==> src/hw/rtl/dtnf_pkg.sv <==
// Shared types and codes for the device tree node name finder.
`default_nettype none

package dtnf_pkg;

  // Result codes carried on event_res.
  localparam logic [1:0] EV_MATCH    = 2'd0;
  localparam logic [1:0] EV_END      = 2'd1;
  localparam logic [1:0] EV_UNKNOWN  = 2'd2;
  localparam logic [1:0] EV_OVERFLOW = 2'd3;

  // Configuration register indexes.
  localparam logic [2:0] REG_QUERY_LEN     = 3'd0;
  localparam logic [2:0] REG_QUERY_CHARS_0 = 3'd1;
  localparam logic [2:0] REG_QUERY_CHARS_1 = 3'd2;
  localparam logic [2:0] REG_QUERY_CHARS_2 = 3'd3;
  localparam logic [2:0] REG_QUERY_CHARS_3 = 3'd4;

  typedef logic [23:0] offset_t;

  typedef struct packed {
    logic [5:0]       len;
    logic [31:0][7:0] chars;
  } query_t;

  typedef struct packed {
    logic [1:0] event_res;
    offset_t    node_offset;
    logic       scan_last;
  } result_t;

endpackage

`default_nettype wire

==> src/hw/rtl/dtnf_cfg.sv <==
// Query name configuration registers.
`default_nettype none

module dtnf_cfg (
  input  wire logic           clk,
  input  wire logic           rst,
  input  wire logic           cfg_we,
  input  wire logic [2:0]     cfg_index,
  input  wire logic [63:0]    cfg_data,
  output dtnf_pkg::query_t    query
);

  logic [5:0]  query_len;
  logic [63:0] chars_0;
  logic [63:0] chars_1;
  logic [63:0] chars_2;
  logic [63:0] chars_3;

  always_ff @(posedge clk) begin
    if (rst) begin
      query_len <= '0;
      chars_0   <= '0;
      chars_1   <= '0;
      chars_2   <= '0;
      chars_3   <= '0;
    end else if (cfg_we) begin
      unique case (cfg_index)
        dtnf_pkg::REG_QUERY_LEN:     query_len <= cfg_data[5:0];
        dtnf_pkg::REG_QUERY_CHARS_0: chars_0   <= cfg_data;
        dtnf_pkg::REG_QUERY_CHARS_1: chars_1   <= cfg_data;
        dtnf_pkg::REG_QUERY_CHARS_2: chars_2   <= cfg_data;
        dtnf_pkg::REG_QUERY_CHARS_3: chars_3   <= cfg_data;
        default: ;  // unused indexes are dropped
      endcase
    end
  end

  assign query.len   = query_len;
  assign query.chars = {chars_3, chars_2, chars_1, chars_0};

endmodule

`default_nettype wire

==> src/hw/rtl/dtnf_parser.sv <==
// Structure block parser: token assembly, skipping and name compare.
`default_nettype none

module dtnf_parser #(
  parameter int MAX_NAME     = 32,
  parameter int OFFSET_WIDTH = 24
) (
  input  wire logic           clk,
  input  wire logic           rst,
  input  wire logic           step,
  input  wire logic [7:0]     byte_in,
  input  wire dtnf_pkg::query_t query,
  output logic                res_valid,
  output dtnf_pkg::result_t   res
);

  localparam int NIW = $clog2(MAX_NAME + 1);
  localparam logic [5:0] MaxLen = 6'(MAX_NAME);
  localparam logic [OFFSET_WIDTH-1:0] PosLast = '1;

  localparam logic [31:0] TOK_BEGIN_NODE = 32'd1;
  localparam logic [31:0] TOK_END_NODE   = 32'd2;
  localparam logic [31:0] TOK_PROP       = 32'd3;
  localparam logic [31:0] TOK_NOP        = 32'd4;
  localparam logic [31:0] TOK_END        = 32'd9;

  localparam logic [7:0] CHAR_NUL = 8'h00;
  localparam logic [7:0] CHAR_AT  = 8'h40;

  typedef enum logic [2:0] {
    PH_TOKEN, PH_NAME, PH_ALIGN, PH_PLEN, PH_PNAMEOFF, PH_PDATA
  } phase_t;

  phase_t                  parse_phase, parse_phase_next;
  logic [OFFSET_WIDTH-1:0] byte_position, byte_position_next;
  logic [31:0]             word_shift, word_shift_next;
  logic [1:0]              word_byte_index, word_byte_index_next;
  logic [NIW-1:0]          name_index, name_index_next;
  logic                    name_mismatch, name_mismatch_next;
  logic                    name_ended, name_ended_next;
  logic [31:0]             skip_remaining, skip_remaining_next;
  logic [OFFSET_WIDTH-1:0] node_start, node_start_next;
  logic                    scan_finished, scan_finished_next;
  logic                    hit_next;
  dtnf_pkg::result_t       res_next;

  logic [5:0]              eff_len;
  logic [OFFSET_WIDTH-1:0] tok_off;
  logic [31:0]             word_in;
  logic                    word_done;
  phase_t                  pad_phase;
  logic                    name_term;
  logic [7:0]              q_byte;
  logic [31:0]             skip_dec;

  assign eff_len   = (query.len > MaxLen) ? MaxLen : query.len;
  assign tok_off   = {byte_position[OFFSET_WIDTH-1:2], 2'b00};
  assign word_in   = {word_shift[23:0], byte_in};
  assign word_done = (word_byte_index == 2'd3);
  // Back to token reads once the byte just taken closes an aligned word.
  assign pad_phase = (byte_position[1:0] == 2'd3) ? PH_TOKEN : PH_ALIGN;
  assign name_term = (byte_in == CHAR_NUL) || (byte_in == CHAR_AT);
  assign q_byte    = query.chars[5'(name_index)];
  assign skip_dec  = skip_remaining - 32'd1;

  always_comb begin
    parse_phase_next     = parse_phase;
    byte_position_next   = byte_position;
    word_shift_next      = word_shift;
    word_byte_index_next = word_byte_index;
    name_index_next      = name_index;
    name_mismatch_next   = name_mismatch;
    name_ended_next      = name_ended;
    skip_remaining_next  = skip_remaining;
    node_start_next      = node_start;
    scan_finished_next   = scan_finished;
    hit_next             = 1'b0;
    res_next.event_res   = dtnf_pkg::EV_MATCH;
    res_next.node_offset = dtnf_pkg::offset_t'(tok_off);
    res_next.scan_last   = 1'b1;

    if (!scan_finished) begin
      if (byte_position == PosLast) begin
        scan_finished_next   = 1'b1;
        hit_next             = 1'b1;
        res_next.event_res   = dtnf_pkg::EV_OVERFLOW;
        res_next.node_offset = dtnf_pkg::offset_t'(byte_position);
      end else begin
        byte_position_next = byte_position + 1'b1;
        unique case (parse_phase)
          PH_TOKEN, PH_PLEN, PH_PNAMEOFF: begin
            word_shift_next      = word_in;
            word_byte_index_next = word_byte_index + 2'd1;
            if (word_done) begin
              if (parse_phase == PH_PLEN) begin
                skip_remaining_next = word_in;
                parse_phase_next    = PH_PNAMEOFF;
              end else if (parse_phase == PH_PNAMEOFF) begin
                parse_phase_next = (skip_remaining == '0) ? PH_TOKEN : PH_PDATA;
              end else begin
                priority if (word_in == TOK_BEGIN_NODE) begin
                  node_start_next    = tok_off;
                  name_index_next    = '0;
                  name_mismatch_next = 1'b0;
                  name_ended_next    = 1'b0;
                  parse_phase_next   = PH_NAME;
                end else if (word_in == TOK_END_NODE || word_in == TOK_NOP) begin
                  parse_phase_next = PH_TOKEN;
                end else if (word_in == TOK_PROP) begin
                  parse_phase_next = PH_PLEN;
                end else if (word_in == TOK_END) begin
                  scan_finished_next = 1'b1;
                  hit_next           = 1'b1;
                  res_next.event_res = dtnf_pkg::EV_END;
                end else begin
                  scan_finished_next = 1'b1;
                  hit_next           = 1'b1;
                  res_next.event_res = dtnf_pkg::EV_UNKNOWN;
                end
              end
            end
          end
          PH_NAME: begin
            if (!name_ended && name_term) begin
              name_ended_next = 1'b1;
              if (!name_mismatch && 6'(name_index) == eff_len) begin
                hit_next             = 1'b1;
                res_next.event_res   = dtnf_pkg::EV_MATCH;
                res_next.node_offset = dtnf_pkg::offset_t'(node_start);
                res_next.scan_last   = 1'b0;
              end
            end else if (!name_ended && !name_mismatch) begin
              if (6'(name_index) < eff_len && byte_in == q_byte)
                name_index_next = name_index + 1'b1;
              else
                name_mismatch_next = 1'b1;
            end
            if (byte_in == CHAR_NUL) parse_phase_next = pad_phase;
          end
          PH_ALIGN: begin
            parse_phase_next = pad_phase;
          end
          PH_PDATA: begin
            skip_remaining_next = skip_dec;
            if (skip_dec == '0) parse_phase_next = pad_phase;
          end
          default: begin
            parse_phase_next = PH_TOKEN;
          end
        endcase
      end
    end
  end

  always_ff @(posedge clk) begin
    if (rst) begin
      parse_phase     <= PH_TOKEN;
      byte_position   <= '0;
      word_shift      <= '0;
      word_byte_index <= '0;
      name_index      <= '0;
      name_mismatch   <= 1'b0;
      name_ended      <= 1'b0;
      skip_remaining  <= '0;
      node_start      <= '0;
      scan_finished   <= 1'b0;
    end else if (step) begin
      parse_phase     <= parse_phase_next;
      byte_position   <= byte_position_next;
      word_shift      <= word_shift_next;
      word_byte_index <= word_byte_index_next;
      name_index      <= name_index_next;
      name_mismatch   <= name_mismatch_next;
      name_ended      <= name_ended_next;
      skip_remaining  <= skip_remaining_next;
      node_start      <= node_start_next;
      scan_finished   <= scan_finished_next;
    end
  end

  assign res_valid = hit_next;
  assign res       = res_next;

endmodule

`default_nettype wire

==> src/hw/rtl/device_tree_node_name_finder.sv <==
// Top level of the device tree node name finder.
// Throughput: one byte word per cycle unless event_ready stalls the result
// register; the parse step is a single compare and counter update between
// the input register and the result register.
// Reset: parse state, byte offset and query registers clear; the scan
// restarts at offset 0 and both pipeline registers empty.
`default_nettype none

module device_tree_node_name_finder #(
  parameter int MAX_NAME     = 32,
  parameter int OFFSET_WIDTH = 24
) (
  input  wire logic        clk,
  input  wire logic        rst,
  // structure block byte stream
  input  wire logic        blob_valid,
  output logic             blob_ready,
  input  wire logic [7:0]  blob_byte,
  // result stream
  output logic             event_valid,
  input  wire logic        event_ready,
  output logic [1:0]       event_res,
  output logic [23:0]      node_offset,
  output logic             scan_last,
  // configuration writes
  input  wire logic        cfg_we,
  input  wire logic [2:0]  cfg_index,
  input  wire logic [63:0] cfg_data
);

  // Input register: holds one byte word until the parser can take it.
  logic        in_full;
  logic [7:0]  in_byte;

  // Result register.
  logic              out_full;
  dtnf_pkg::result_t out_word;

  logic              out_free;
  logic              advance;
  logic              res_valid;
  dtnf_pkg::result_t res;
  dtnf_pkg::query_t  query;

  // The parser consumes the held byte whenever the result register can
  // accept whatever the byte produces (it may produce nothing).
  assign out_free   = !out_full || event_ready;
  assign advance    = in_full && out_free;
  assign blob_ready = !in_full || advance;

  always_ff @(posedge clk) begin
    if (rst) begin
      in_full <= 1'b0;
    end else if (blob_ready) begin
      in_full <= blob_valid;
    end
  end

  always_ff @(posedge clk) begin
    if (blob_valid && blob_ready) begin
      in_byte <= blob_byte;
    end
  end

  dtnf_cfg u_cfg (
    .clk       (clk),
    .rst       (rst),
    .cfg_we    (cfg_we),
    .cfg_index (cfg_index),
    .cfg_data  (cfg_data),
    .query     (query)
  );

  dtnf_parser #(
    .MAX_NAME     (MAX_NAME),
    .OFFSET_WIDTH (OFFSET_WIDTH)
  ) u_parser (
    .clk       (clk),
    .rst       (rst),
    .step      (advance),
    .byte_in   (in_byte),
    .query     (query),
    .res_valid (res_valid),
    .res       (res)
  );

  // Result register: loads on each parser step that gives a result, drains on acceptance.
  always_ff @(posedge clk) begin
    if (rst) begin
      out_full <= 1'b0;
    end else if (advance) begin
      out_full <= res_valid;
    end else if (event_ready) begin
      out_full <= 1'b0;
    end
  end

  always_ff @(posedge clk) begin
    if (advance && res_valid) begin
      out_word <= res;
    end
  end

  assign event_valid = out_full;
  assign event_res   = out_word.event_res;
  assign node_offset = out_word.node_offset;
  assign scan_last   = out_word.scan_last;

  // Only a match leaves the scan running.
  a_last_code: assert property (@(posedge clk) disable iff (rst)
    event_valid |-> (scan_last == (event_res != dtnf_pkg::EV_MATCH)))
    else $error("scan_last disagrees with result code");

  // Once the ending word is taken, nothing follows until reset.
  a_nothing_after_last: assert property (@(posedge clk) disable iff (rst)
    (event_valid && event_ready && scan_last) |=> !event_valid)
    else $error("result word after end of scan");

  // Matches always point at an aligned BEGIN_NODE token.
  a_match_aligned: assert property (@(posedge clk) disable iff (rst)
    (event_valid && event_res == dtnf_pkg::EV_MATCH) |-> (node_offset[1:0] == 2'b00))
    else $error("unaligned match offset");

endmodule

`default_nettype wire
==> config.mk <==
export PLATFORM = sky130hd
export DESIGN_NAME = device_tree_node_name_finder
export DESIGN_NICKNAME = d
export VERILOG_FILES = /design/src/hw/rtl/dtnf_pkg.sv /design/src/hw/rtl/dtnf_cfg.sv /design/src/hw/rtl/dtnf_parser.sv /design/src/hw/rtl/device_tree_node_name_finder.sv
export SDC_FILE = /design/constraint.sdc
export NUM_CORES = 1
export LEC_CHECK = 0
export BUFFER_PORTS_ARGS = -buffer_cell sky130_fd_sc_hd__buf_4
export CORE_MARGIN = 10
export CORE_UTILIZATION = 55
export DETAILED_ROUTE_END_ITERATION = 7
export GPL_ROUTABILITY_DRIVEN = 1
export GPL_TIMING_DRIVEN = 0
export PLACE_DENSITY = 0.76
export SLEW_MARGIN = 20
export SYNTH_ARGS = -nofsm -noshare
export SYNTH_HDL_FRONTEND = slang
export SYNTH_SLANG_ARGS = --single-unit
export TNS_END_PERCENT = 50
==> constraint.sdc <==
create_clock -name clk -period 2.85 [get_ports clk]
set_input_delay 0.1425 -clock clk [delete_from_list [all_inputs] [get_ports clk]]
set_output_delay 0.1425 -clock clk [all_outputs]
set_load 0.01 [all_outputs]
Yosys cells after proc, flatten, opt, wreduce, memory -nomap -nowiden
Cells that the tools add are included.
{ "totals": {"word_cells": 171, "out_inout_bits": 29, "register_bits": 415, "in_bits": 80} }
{ "op_classes": {"n_lt_le_gt_ge": 3, "bitwise_logic": 6, "n_reduce_logical": 38, "eq_ne": 33, "add_sub_neg": 4, "mux": 65} }
{ "ops": {"columns": ["op", "n"], "rows": [
  ["25-bit 2-to-1 mux", 3],
  ["32-bit by 2-bit == test with 1-bit output, second input constant", 2],
  ["32-bit logical NOT", 2],
  ["32-bit 2-to-1 mux", 2],
  ["32-bit case mux with 2 select lines", 1],
  ["6-bit 2-to-1 mux", 8],
  ["8-bit binary-select mux with 5-bit select", 1],
  ["32-bit by 1-bit == test with 1-bit output, second input constant", 1],
  ["32-bit by 3-bit == test with 1-bit output, second input constant", 1],
  ["32-bit by 4-bit == test with 1-bit output, second input constant", 1],
  ["32-bit by 1-bit subtractor with 32-bit output, second input constant", 1],
  ["27-bit 2-to-1 mux", 1],
  ["3-bit 2-to-1 mux", 9],
  ["26-bit 2-to-1 mux", 1],
  ["24-bit by 1-bit adder with 24-bit output, second input constant", 1],
  ["24-bit == test, second input constant", 1],
  ["1-bit 2-to-1 mux", 24],
  ["11-bit AND reduction", 2],
  ["2-bit 2-to-1 mux", 8],
  ["2-bit by 1-bit != test with 1-bit output, second input constant", 8],
  ["3-bit by 2-bit == test with 1-bit output, second input constant", 4],
  ["3-bit case mux with 4 select lines", 1],
  ["6-bit case mux with 2 select lines", 1],
  ["2-bit AND reduction", 5],
  ["other kinds (31)", 60]
]} }

Depth between registers and ports, before layout
Gate-level depths: netlist of run 1.
{ "depth": {"word_depth": 11, "ltp_mapped": 14, "ltp_nobuf": 12} }

Modules after synthesis
A second synthesis of run 1 with hierarchy kept.
{ "unflattened": {"hier_cells": 1987, "hier_area_um2": 20158.1} }
{ "by_module_without_submodules": {"columns": ["module", "cells_each", "seq_area_each_um2", "n_inst", "area_each_um2"], "rows": [
  ["dtnf_cfg", 924, 5245.0, 1, 10291.1],
  ["dtnf_parser", 1017, 2322.2, 1, 8713.4],
  ["device_tree_node_name_finder", 46, 1091.0, 1, 1153.6]
]} }

Least setup slack after synthesis of run 1
No wires, ideal clock.
{ "synth_timing": {"path_type": "reg-to-reg", "from": "register u_parser.name_index[1]", "to": "register u_parser.name_index[0]", "path_slack_ns": -0.069, "n_path_buf": 2, "arrival_ns": 2.805, "stages_incl_launch_ff": 12, "required_ns": 2.736, "setup_ns": 0.114, "period_less_slack_ns": 2.919, "path_cell_list": "dfxtp_1 > buf_6 > buf_12 > mux4_2 > o22ai_1 > nor4_1 > or3_1 > a211oi_2 > nand4_2 > o41a_1 > o21ai_1 > a21bo_1"} }
{ "synth_between": {"elab_chain_len": 6, "word_cells_on_any_way": 7, "cone_classes": "1 x order compare; 2 x eq/ne; 2 x mux; 2 x reduce/logical"} }
{ "synth_rtl": {"columns": ["item", "line", "text"], "rows": [
  ["start, declared", "dtnf_parser.sv:38", "logic [NIW-1:0] name_index, name_index_next;"],
  ["start signal, assigned", "dtnf_parser.sv:172", "name_index <= name_index_next;"],
  ["8-bit binary-select mux with 5-bit select", "dtnf_parser.sv:63", "assign q_byte = query.chars[5'(name_index)];"],
  ["8-bit 2-to-1 mux (implied by the code)", "dtnf_parser.sv:63", null],
  ["8-bit == test", "dtnf_parser.sv:133", "if (6'(name_index) < eff_len && byte_in == q_byte)"],
  ["1-bit logical AND *", "dtnf_parser.sv:133", null],
  ["2-bit by 1-bit != test with 1-bit output (no source line) *", null, null],
  ["11-bit AND reduction (no source line) *", null, null]
]} }
Mark *: on every way between the ends. The rest lies on a longest branch, timed or not. The select of a mux whose other input is x is not followed.
A chain may end at the register's enable or synchronous reset.

Worst setup path in the final report of run 1
{ "layout_timing": {"from": "register u_parser.name_index[1]", "to": "register u_parser.name_index[2]"} }
{ "layout_between": {"elab_chain_len": 6, "word_cells_on_any_way": 12, "cone_classes": "1 x add/sub; 1 x order compare; 2 x eq/ne; 6 x mux; 2 x reduce/logical"} }
{ "layout_rtl": {"columns": ["item", "line"], "rows": [
  ["8-bit binary-select mux with 5-bit select", "dtnf_parser.sv:63"],
  ["8-bit 2-to-1 mux (implied by the code)", "dtnf_parser.sv:63"],
  ["8-bit == test", "dtnf_parser.sv:133"],
  ["1-bit logical AND", "dtnf_parser.sv:133"],
  ["2-bit by 1-bit != test with 1-bit output (no source line)", null],
  ["11-bit AND reduction (no source line)", null]
]} }
Several ways; a longest one is shown, not always the timed one. The select of a mux whose other input is x is not followed.

==> impl_metrics.json, run 1 <==
{
  "dp.cells": 2802,
  "synth_ff_type": "dfxtp_1",
  "die_h_um": 204,
  "netlist_area_um2": 18700,
  "clock_path_buffers": 3,
  "yosys.area.top_type_share_pct": 40.7,
  "status": "finished, violations left",
  "synth_most_common_cell": "nand2_1",
  "route.detailed.drc": 0,
  "rows": 67,
  "ys_types": 74,
  "place_congestion": 0.999,
  "synth_edf_count": 35,
  "worst_pin_slew_ps": 1020,
  "track_usage_pct": 34.0,
  "antenna_found_initial": 1,
  "reg2reg_to": "u_parser.name_index[2]$_SDFFE_PP0P_",
  "crit_required_ps": 3310,
  "numClockSinks": 415,
  "finalNetCount": 2631,
  "rrSetupSlack_ps": -380,
  "min_period_ps": 3230,
  "place_hpwl_um": 51000,
  "max_slew_margin_pct": 31.8,
  "drive_gt1_share_pct": 16.9,
  "dieArea_um2": 41700,
  "leakage_nw": 8.29,
  "drtPass1Iterations": 6,
  "slowest_stage": "dfxtp_4",
  "final-hold-violation-count": 0,
  "crit_chain": "buf_12 > buf_12 > buf_12 > buf_4 > mux2i_1 > a22oi_1 > nand3_1 > nand4_1 > xnor2_1 > nand4_2 > buf_6 > nor3_4 > a31oi_1 > or3b_1",
  "io_buffers": 108,
  "violations": "negative setup slack",
  "skew_ps": 12.1,
  "ir_drop_mv": 0.535,
  "path_common_cell": "buf_12",
  "core_area_um2": 33500,
  "final_cells": 3024,
  "htree_levels": 2,
  "synthCells": 2246,
  "via_count": 18579,
  "cts_tree": "built",
  "final.period_utilization_pct": 113,
  "crit_type": "register to register",
  "pin_count": 109,
  "drtIter0Drc": 2154,
  "synth_top_area_cell": "dfxtp_1",
  "use_met2_pct": 54.8,
  "timing.fmax_ghz": 0.310,
  "grt_max_degree": 15,
  "yosys-top-cells-area": "dfxtp_1 (41%), nand2_1 (13%), a21oi_1 (8.9%)",
  "ys_seq_area_share_pct": 46.4,
  "r2r_start": "u_parser.name_index[1]$_SDFFE_PP0P_",
  "final_core_util_pct": 70.6,
  "cts_buffers": 44,
  "cts-root-buf": "clkbuf_16",
  "grtUsageMet1_pct": 39.6,
  "grt_pass1_wl_um": 107000,
  "synthToLayoutAreaGrowth_pct": 26.8,
  "setup_viol": 7,
  "fin_ws_ps": -381,
  "grt.overflow.total": 0,
  "grt_busiest_layer": "met2",
  "critPathLaunch": "u_parser.name_index[1]$_SDFFE_PP0P_",
  "wirelength_um": 72500,
  "wl_per_cell_um": 24.0,
  "max-cap-violations": 0,
  "reg2reg_depth": 14,
  "crit_path_end": "u_parser.name_index[2]$_SDFFE_PP0P_",
  "async_flop_share_pct": 0,
  "min_path_type": "primary input to register",
  "ys_warn_count": 0,
  "cpPeakStageDelay_ps": 450,
  "die_w_um": 204,
  "critPathLaunchType": "register",
  "cp_max_fo": 8,
  "grt_use_met3_pct": 7.23,
  "start_util_pct": 55.7,
  "hold_ws_ps": 59.8,
  "p_per_area_nw_per_um2": 543,
  "synth_nets": 2338,
  "synth_seq_cells": 415,
  "grt_pass1_vias": 17794,
  "ant_nets": 0,
  "drv_slew": 0,
  "clk_pin_slew_worst_paths_ps": 60,
  "cp-end-kind": "register",
  "arrival_ps": 3690,
  "avgSynthCellArea_um2": 8.31,
  "via_per_inst": 6.14,
  "synth.top_cells.by_count": "nand2_1 (651), dfxtp_1 (380), a21oi_1 (333)",
  "rsz0062_at_grt": "true",
  "clkLatencyLatePin_ps": 580
}
==> state kept, by name (all words and copies together) (netlist names), 2 cells and up <==
| signal | flops |
|---|---|
| u_cfg.chars_0 | 64 |
| u_cfg.chars_1 | 64 |
| u_cfg.chars_2 | 64 |
| u_cfg.chars_3 | 64 |
| u_parser.skip_remaining | 32 |
| node_offset | 24 |
| u_parser.byte_position | 24 |
| u_parser.word_shift | 24 |
| u_parser.node_start | 22 |
| in_byte | 8 |
| u_cfg.query_len | 6 |
| u_parser.name_index | 6 |
| u_parser.parse_phase | 3 |
| event_res | 2 |
| u_parser.word_byte_index | 2 |
==> metal layers <==
| metal | vias up | share of wire [%] |
|---|---|---|
| met3 | 306 | 9.9 |
| met1 | 8759 | 36 |
| met5 | - | 0 |
| met2 | 1160 | 46 |
| li1 | 8354 | - |
| met4 | 0 | 8.1 |
==> cells in the final DEF (no fill, tap or decap), types with 41 or more instances in the layout <==
cell type        n
buf_4          163
nand2_1        648
clkbuf_1       119
clkbuf_16       46
nor2_1         128
dlygate4sd3_1   76
dfxtp_1        376
mux2i_1         68
a21oi_1        332
o21ai_0         41
==> worst max-delay path, delay by kind of cell, from the launching register on <==
family,cells,cell delay [ps]
AND/OR/NAND/NOR,5,1040
buffers and inverters,5,790
AO/OA/AOI/OAI,2,550
flip-flops,1,450
XOR/XNOR,1,170
multiplexers,1,80
==> cells by family after synthesis <==
family	count (synthesis)	share of synthesized area, %
and+or+nand+nor	982	22.4
adders and majority gates	12	0.804
xor gates and xnor gates	31	1.45
DFF	415	46.4
AOI/OAI and AO/OA	486	14.5
muxes	145	10.5
buffers and inverters	175	3.93
==> through the flow <==
stage / power, mW / setup WS, ps / area (um2) / TNS, ps
4_1_cts: 12.8 / -316 / 23300 / -1860
2_1_floorplan: 6.47 / 7.17 / 18700 / 0
3_3_place_gp: 6.84 / -1290 / 20100 / -47790
3_5_place_dp: 6.85 / -1300 / 20100 / -53970
6_report: 12.9 / -381 / 23700 / -1980
5_1_grt: 13.1 / -400 / 23700 / -3460
==> power by group <==
group	switching (mW)	internal [mW]
Clock	2.47	3.52
Combinational	0.502	0.292
Sequential	0.0997	5.97
==> worst min path at each step <==
stage,slack (ps),endpoint,cells past startpoint,startpoint
floorplan,240,in_byte[0]$_DFFE_PP_,0,blob_byte[0]
global placement,320,in_byte[3]$_DFFE_PP_,1,blob_byte[3]
detailed placement,320,in_byte[1]$_DFFE_PP_,1,blob_byte[1]
CTS,50,u_cfg.chars_1[3]$_SDFFE_PP0P_,4,cfg_index[0]
global route,70,u_cfg.chars_1[3]$_SDFFE_PP0P_,4,cfg_index[0]
finish,60,u_cfg.chars_1[3]$_SDFFE_PP0P_,4,cfg_index[0]
==> layout make-up <==
type	count	area, um2
Tap cell	448	561
Sequential cell	415	8670
Clock inverter	22	249
Buffer	158	881
Multi-Input combinational cell	1656	9810
Clock buffer	60	1240
Timing Repair inverter	1	7.51
Antenna cell	1	2.50
Timing Repair Buffer	249	2220
Inverter	14	56.3
Fill cell	2606	9840
==> repair_timing <==
action / 4_1_cts / 5_1_grt
gates resized for setup: 142 / 61
hold endpoints to repair: 274 / 0
buffers inserted: 42 / 20
cloned: 4 / 1
hold buffers: 76 / 0
pin swaps: 33 / 21
setup endpoints to repair: 132 / 103
Note: power is estimated with default switching activity, not from simulation.
==> inputs of run 2 (changes only) <==
Settings changed: CORE_UTILIZATION 55 to 56, PLACE_DENSITY 0.76 to 0.77, RECOVER_POWER set to 100, SYNTH_HIERARCHICAL set to 1.
==> impl_metrics.json, run 2 <==
{
  "status": "finished, violations left",
  "violations": "negative setup slack",
  "synth.top_cells.by_count": "dfxtp_1 (380), nand2b_1 (335), mux2i_1 (294)",
  "power_frac_seq_pct": 47.7,
  "ir_drop_mv": 0.502,
  "p_sw_share_pct": 23.9,
  "reg2reg_depth": 11,
  "yosys-top-cells-area": "dfxtp_1 (38%), mux2i_1 (15%), nand2b_1 (10%)",
  "ys_seq_area_share_pct": 43.0,
  "max-cap-violations": 0,
  "rows": 69,
  "ys_types": 80,
  "wl_met2_um": 32600,
  "whs_path_depth": 3,
  "die_w_um": 210,
  "final-hold-violation-count": 0,
  "grt.overflow.total": 0,
  "clkLatencyLatePin_ps": 590,
  "topRoutingLayerUsed": "met4",
  "arrival_ps": 3630,
  "dr_wl_met3_um": 5720,
  "place_hpwl_um": 47100,
  "switchingPower_mw": 3.04,
  "crit_required_ps": 3340,
  "power.share.clock_pct": 45.6,
  "final_common_cell": "dfxtp_1",
  "finalNetCount": 2334,
  "skew_ps": 16.6,
  "via_per_inst": 6.22,
  "pin_count": 109,
  "antenna_found_initial": 1,
  "final.period_utilization_pct": 110,
  "route.detailed.drc": 0,
  "synth_nets": 2079,
  "synth_most_common_cell": "dfxtp_1",
  "min_path_type": "primary input to register",
  "yosys.area.top_type_share_pct": 37.7,
  "via_count": 17050,
  "io_buffers": 108,
  "combPwrFrac_pct": 6.7,
  "leakage_nw": 10.1,
  "avgSynthCellArea_um2": 10.1,
  "ys_warn_count": 6,
  "place_congestion": 0.972,
  "max_slew_margin_pct": 32.7,
  "start_util_pct": 56.7,
  "wl_per_cell_um": 25.4,
  "wirelength_um": 69500,
  "cts_tree": "built",
  "numClockSinks": 415,
  "cp-end-kind": "register",
  "crit_type": "register to register",
  "drive_gt1_share_pct": 18.1,
  "setup_viol": 34,
  "htree_levels": 2,
  "grt_pass1_wl_um": 103000,
  "synth_ff_type": "dfxtp_1",
  "grt_pass1_vias": 17025,
  "grt_max_degree": 16,
  "clk_pin_slew_worst_paths_ps": 60,
  "min_period_ps": 3140,
  "core_area_um2": 35600,
  "drtPass1Iterations": 5,
  "synthToLayoutAreaGrowth_pct": 21.9,
  "fin_ws_ps": -287,
  "track_usage_pct": 30.5,
  "timing.fmax_ghz": 0.319,
  "cts_buffers": 44,
  "drv_slew": 0,
  "pre_cts_slack_ps": -1430,
  "clock_path_buffers": 3,
  "drt-met1-wl_um": 26500,
  "die_h_um": 210,
  "total_power_mw": 12.7,
  "critPathLaunchType": "register",
  "intPower_mw": 9.67,
  "synth_top_area_cell": "dfxtp_1",
  "drtIter0Drc": 1534,
  "rrSetupSlack_ps": -290,
  "layout_common_cells": "dfxtp_1 (376), nand2b_1 (334), mux2i_1 (291), nand2_1 (120), clkbuf_1 (110)",
  "synth_edf_count": 35,
  "rsz0062_at_grt": "true",
  "ant_nets": 0,
  "cp_max_fo": 10,
  "p_per_area_nw_per_um2": 517,
  "synthCells": 1987,
  "cts-root-buf": "clkbuf_16",
  "async_flop_share_pct": 0,
  "synth_seq_cells": 415,
  "dieArea_um2": 44000,
  "netlist_area_um2": 20200,
  "worst_pin_slew_ps": 1010
}
-- run 2: cell count changes in the layout (fill, tap and decap cells not counted), sizes merged, moves of 16 or more --
cell / before / now
nand2b: 10 / 335
nand2: 651 / 121
nor2: 133 / 111
mux2i: 82 / 294
a22oi: 31 / 15
mux4: 37 / 59
buf: 203 / 160
a21oi: 334 / 71
-- run 2: logic make-up (layout without fill, tap and decap cells) --
kind of cell / count (synthesis) / after routing / synth area share, %
AO/OA/AOI/OAI: 229 / 229 / 7.29
XOR/XNOR: 35 / 35 / 1.52
adder cells (fa/ha/maj): 12 / 12 / 0.745
buffers and inverters: 161 / 450 / 3.66
flip-flops: 415 / 415 / 43.0
multiplexers: 380 / 380 / 23.0
other: 0 / 1 / 0
AND/OR/NAND/NOR: 755 / 756 / 20.9
-- run 2: power by group through the flow --
stage	Sequential (mW)	Clock, mW	Combinational, mW
2_1_floorplan	6.14	0	0.429
3_5_place_dp	6.18	0	0.729
6_report	6.06	5.80	0.849
3_3_place_gp	6.18	0	0.715
4_1_cts	6.05	5.82	0.821
5_1_grt	6.06	6.07	0.883
-- run 2: metal layers --
| layer | up-vias | track usage (%) |
|---|---|---|
| li1 | 7586 | - |
| met1 | 8311 | 35.9 |
| met2 | 888 | 50.1 |
| met3 | 265 | 6.01 |
| met4 | 0 | 19.9 |
| met5 | - | 0.115 |
-- run 2: path summary, 6_finish.rpt --
path / startpoint / to
setup / recovery: u_parser/name_index[3]$_SDFFE_PP0P_ / u_parser/name_index[3]$_SDFFE_PP0P_
hold / removal: cfg_data[36] / u_cfg/chars_2[36]$_SDFFE_PP0P_
setup reg to reg: u_parser/name_index[3]$_SDFFE_PP0P_ / u_parser/name_index[3]$_SDFFE_PP0P_
hold reg to reg: u_parser/node_start[21]$_SDFFE_PP0P_ / u_parser/node_start[21]$_SDFFE_PP0P_
-- run 2: stage by stage --
| step | instance area [um2] | TNS [ps] | util [%] | hold WS (ps) | cells |
|---|---|---|---|---|---|
| 2_1_floorplan | 20200 | -133 | - | 212 | 1987 |
| 3_3_place_gp | 21600 | -56490 | 60.6 | 322 | 2556 |
| 3_5_place_dp | 21600 | -62420 | 60.6 | 322 | 2556 |
| 4_1_cts | 24500 | -800 | 68.7 | 1.13 | 2725 |
| 5_1_grt | 24600 | -7740 | 69.1 | 44.7 | 2738 |
| 6_report | 24600 | -2690 | 69.1 | 67.6 | 2739 |
-- run 2: final cells by class --
type	instances	area [um2]
inverter	16	60.1
fill	2725	11000
multi-input combinational	1412	11200
timing repair buffer	216	1810
clock buffer	61	1230
antenna	1	2.50
tap	461	577
clock inverter	20	210
buffer	137	825
sequential	415	8670
-- run 2: worst max-delay path, stage by stage, from the launching register on --
cell and delay [ps]:
dfxtp_1 360, clkbuf_8 230, clkbuf_8 220, buf_6 230, mux4_2 350, a22oi_2 320, nand4_1 190, xor2_1 200
a21oi_4 170, nand4_4 120, or3_4 440, o31ai_4 190
-- run 2: what timing repair did --
item / CTS / global route
cloned: 4 / 0
resized for setup: 131 / 40
pin swaps: 18 / 19
setup endpoints to repair: 136 / 106
hold buffers: 68 / 0
setup buffers: 20 / 17
hold endpoints to repair: 231 / 0
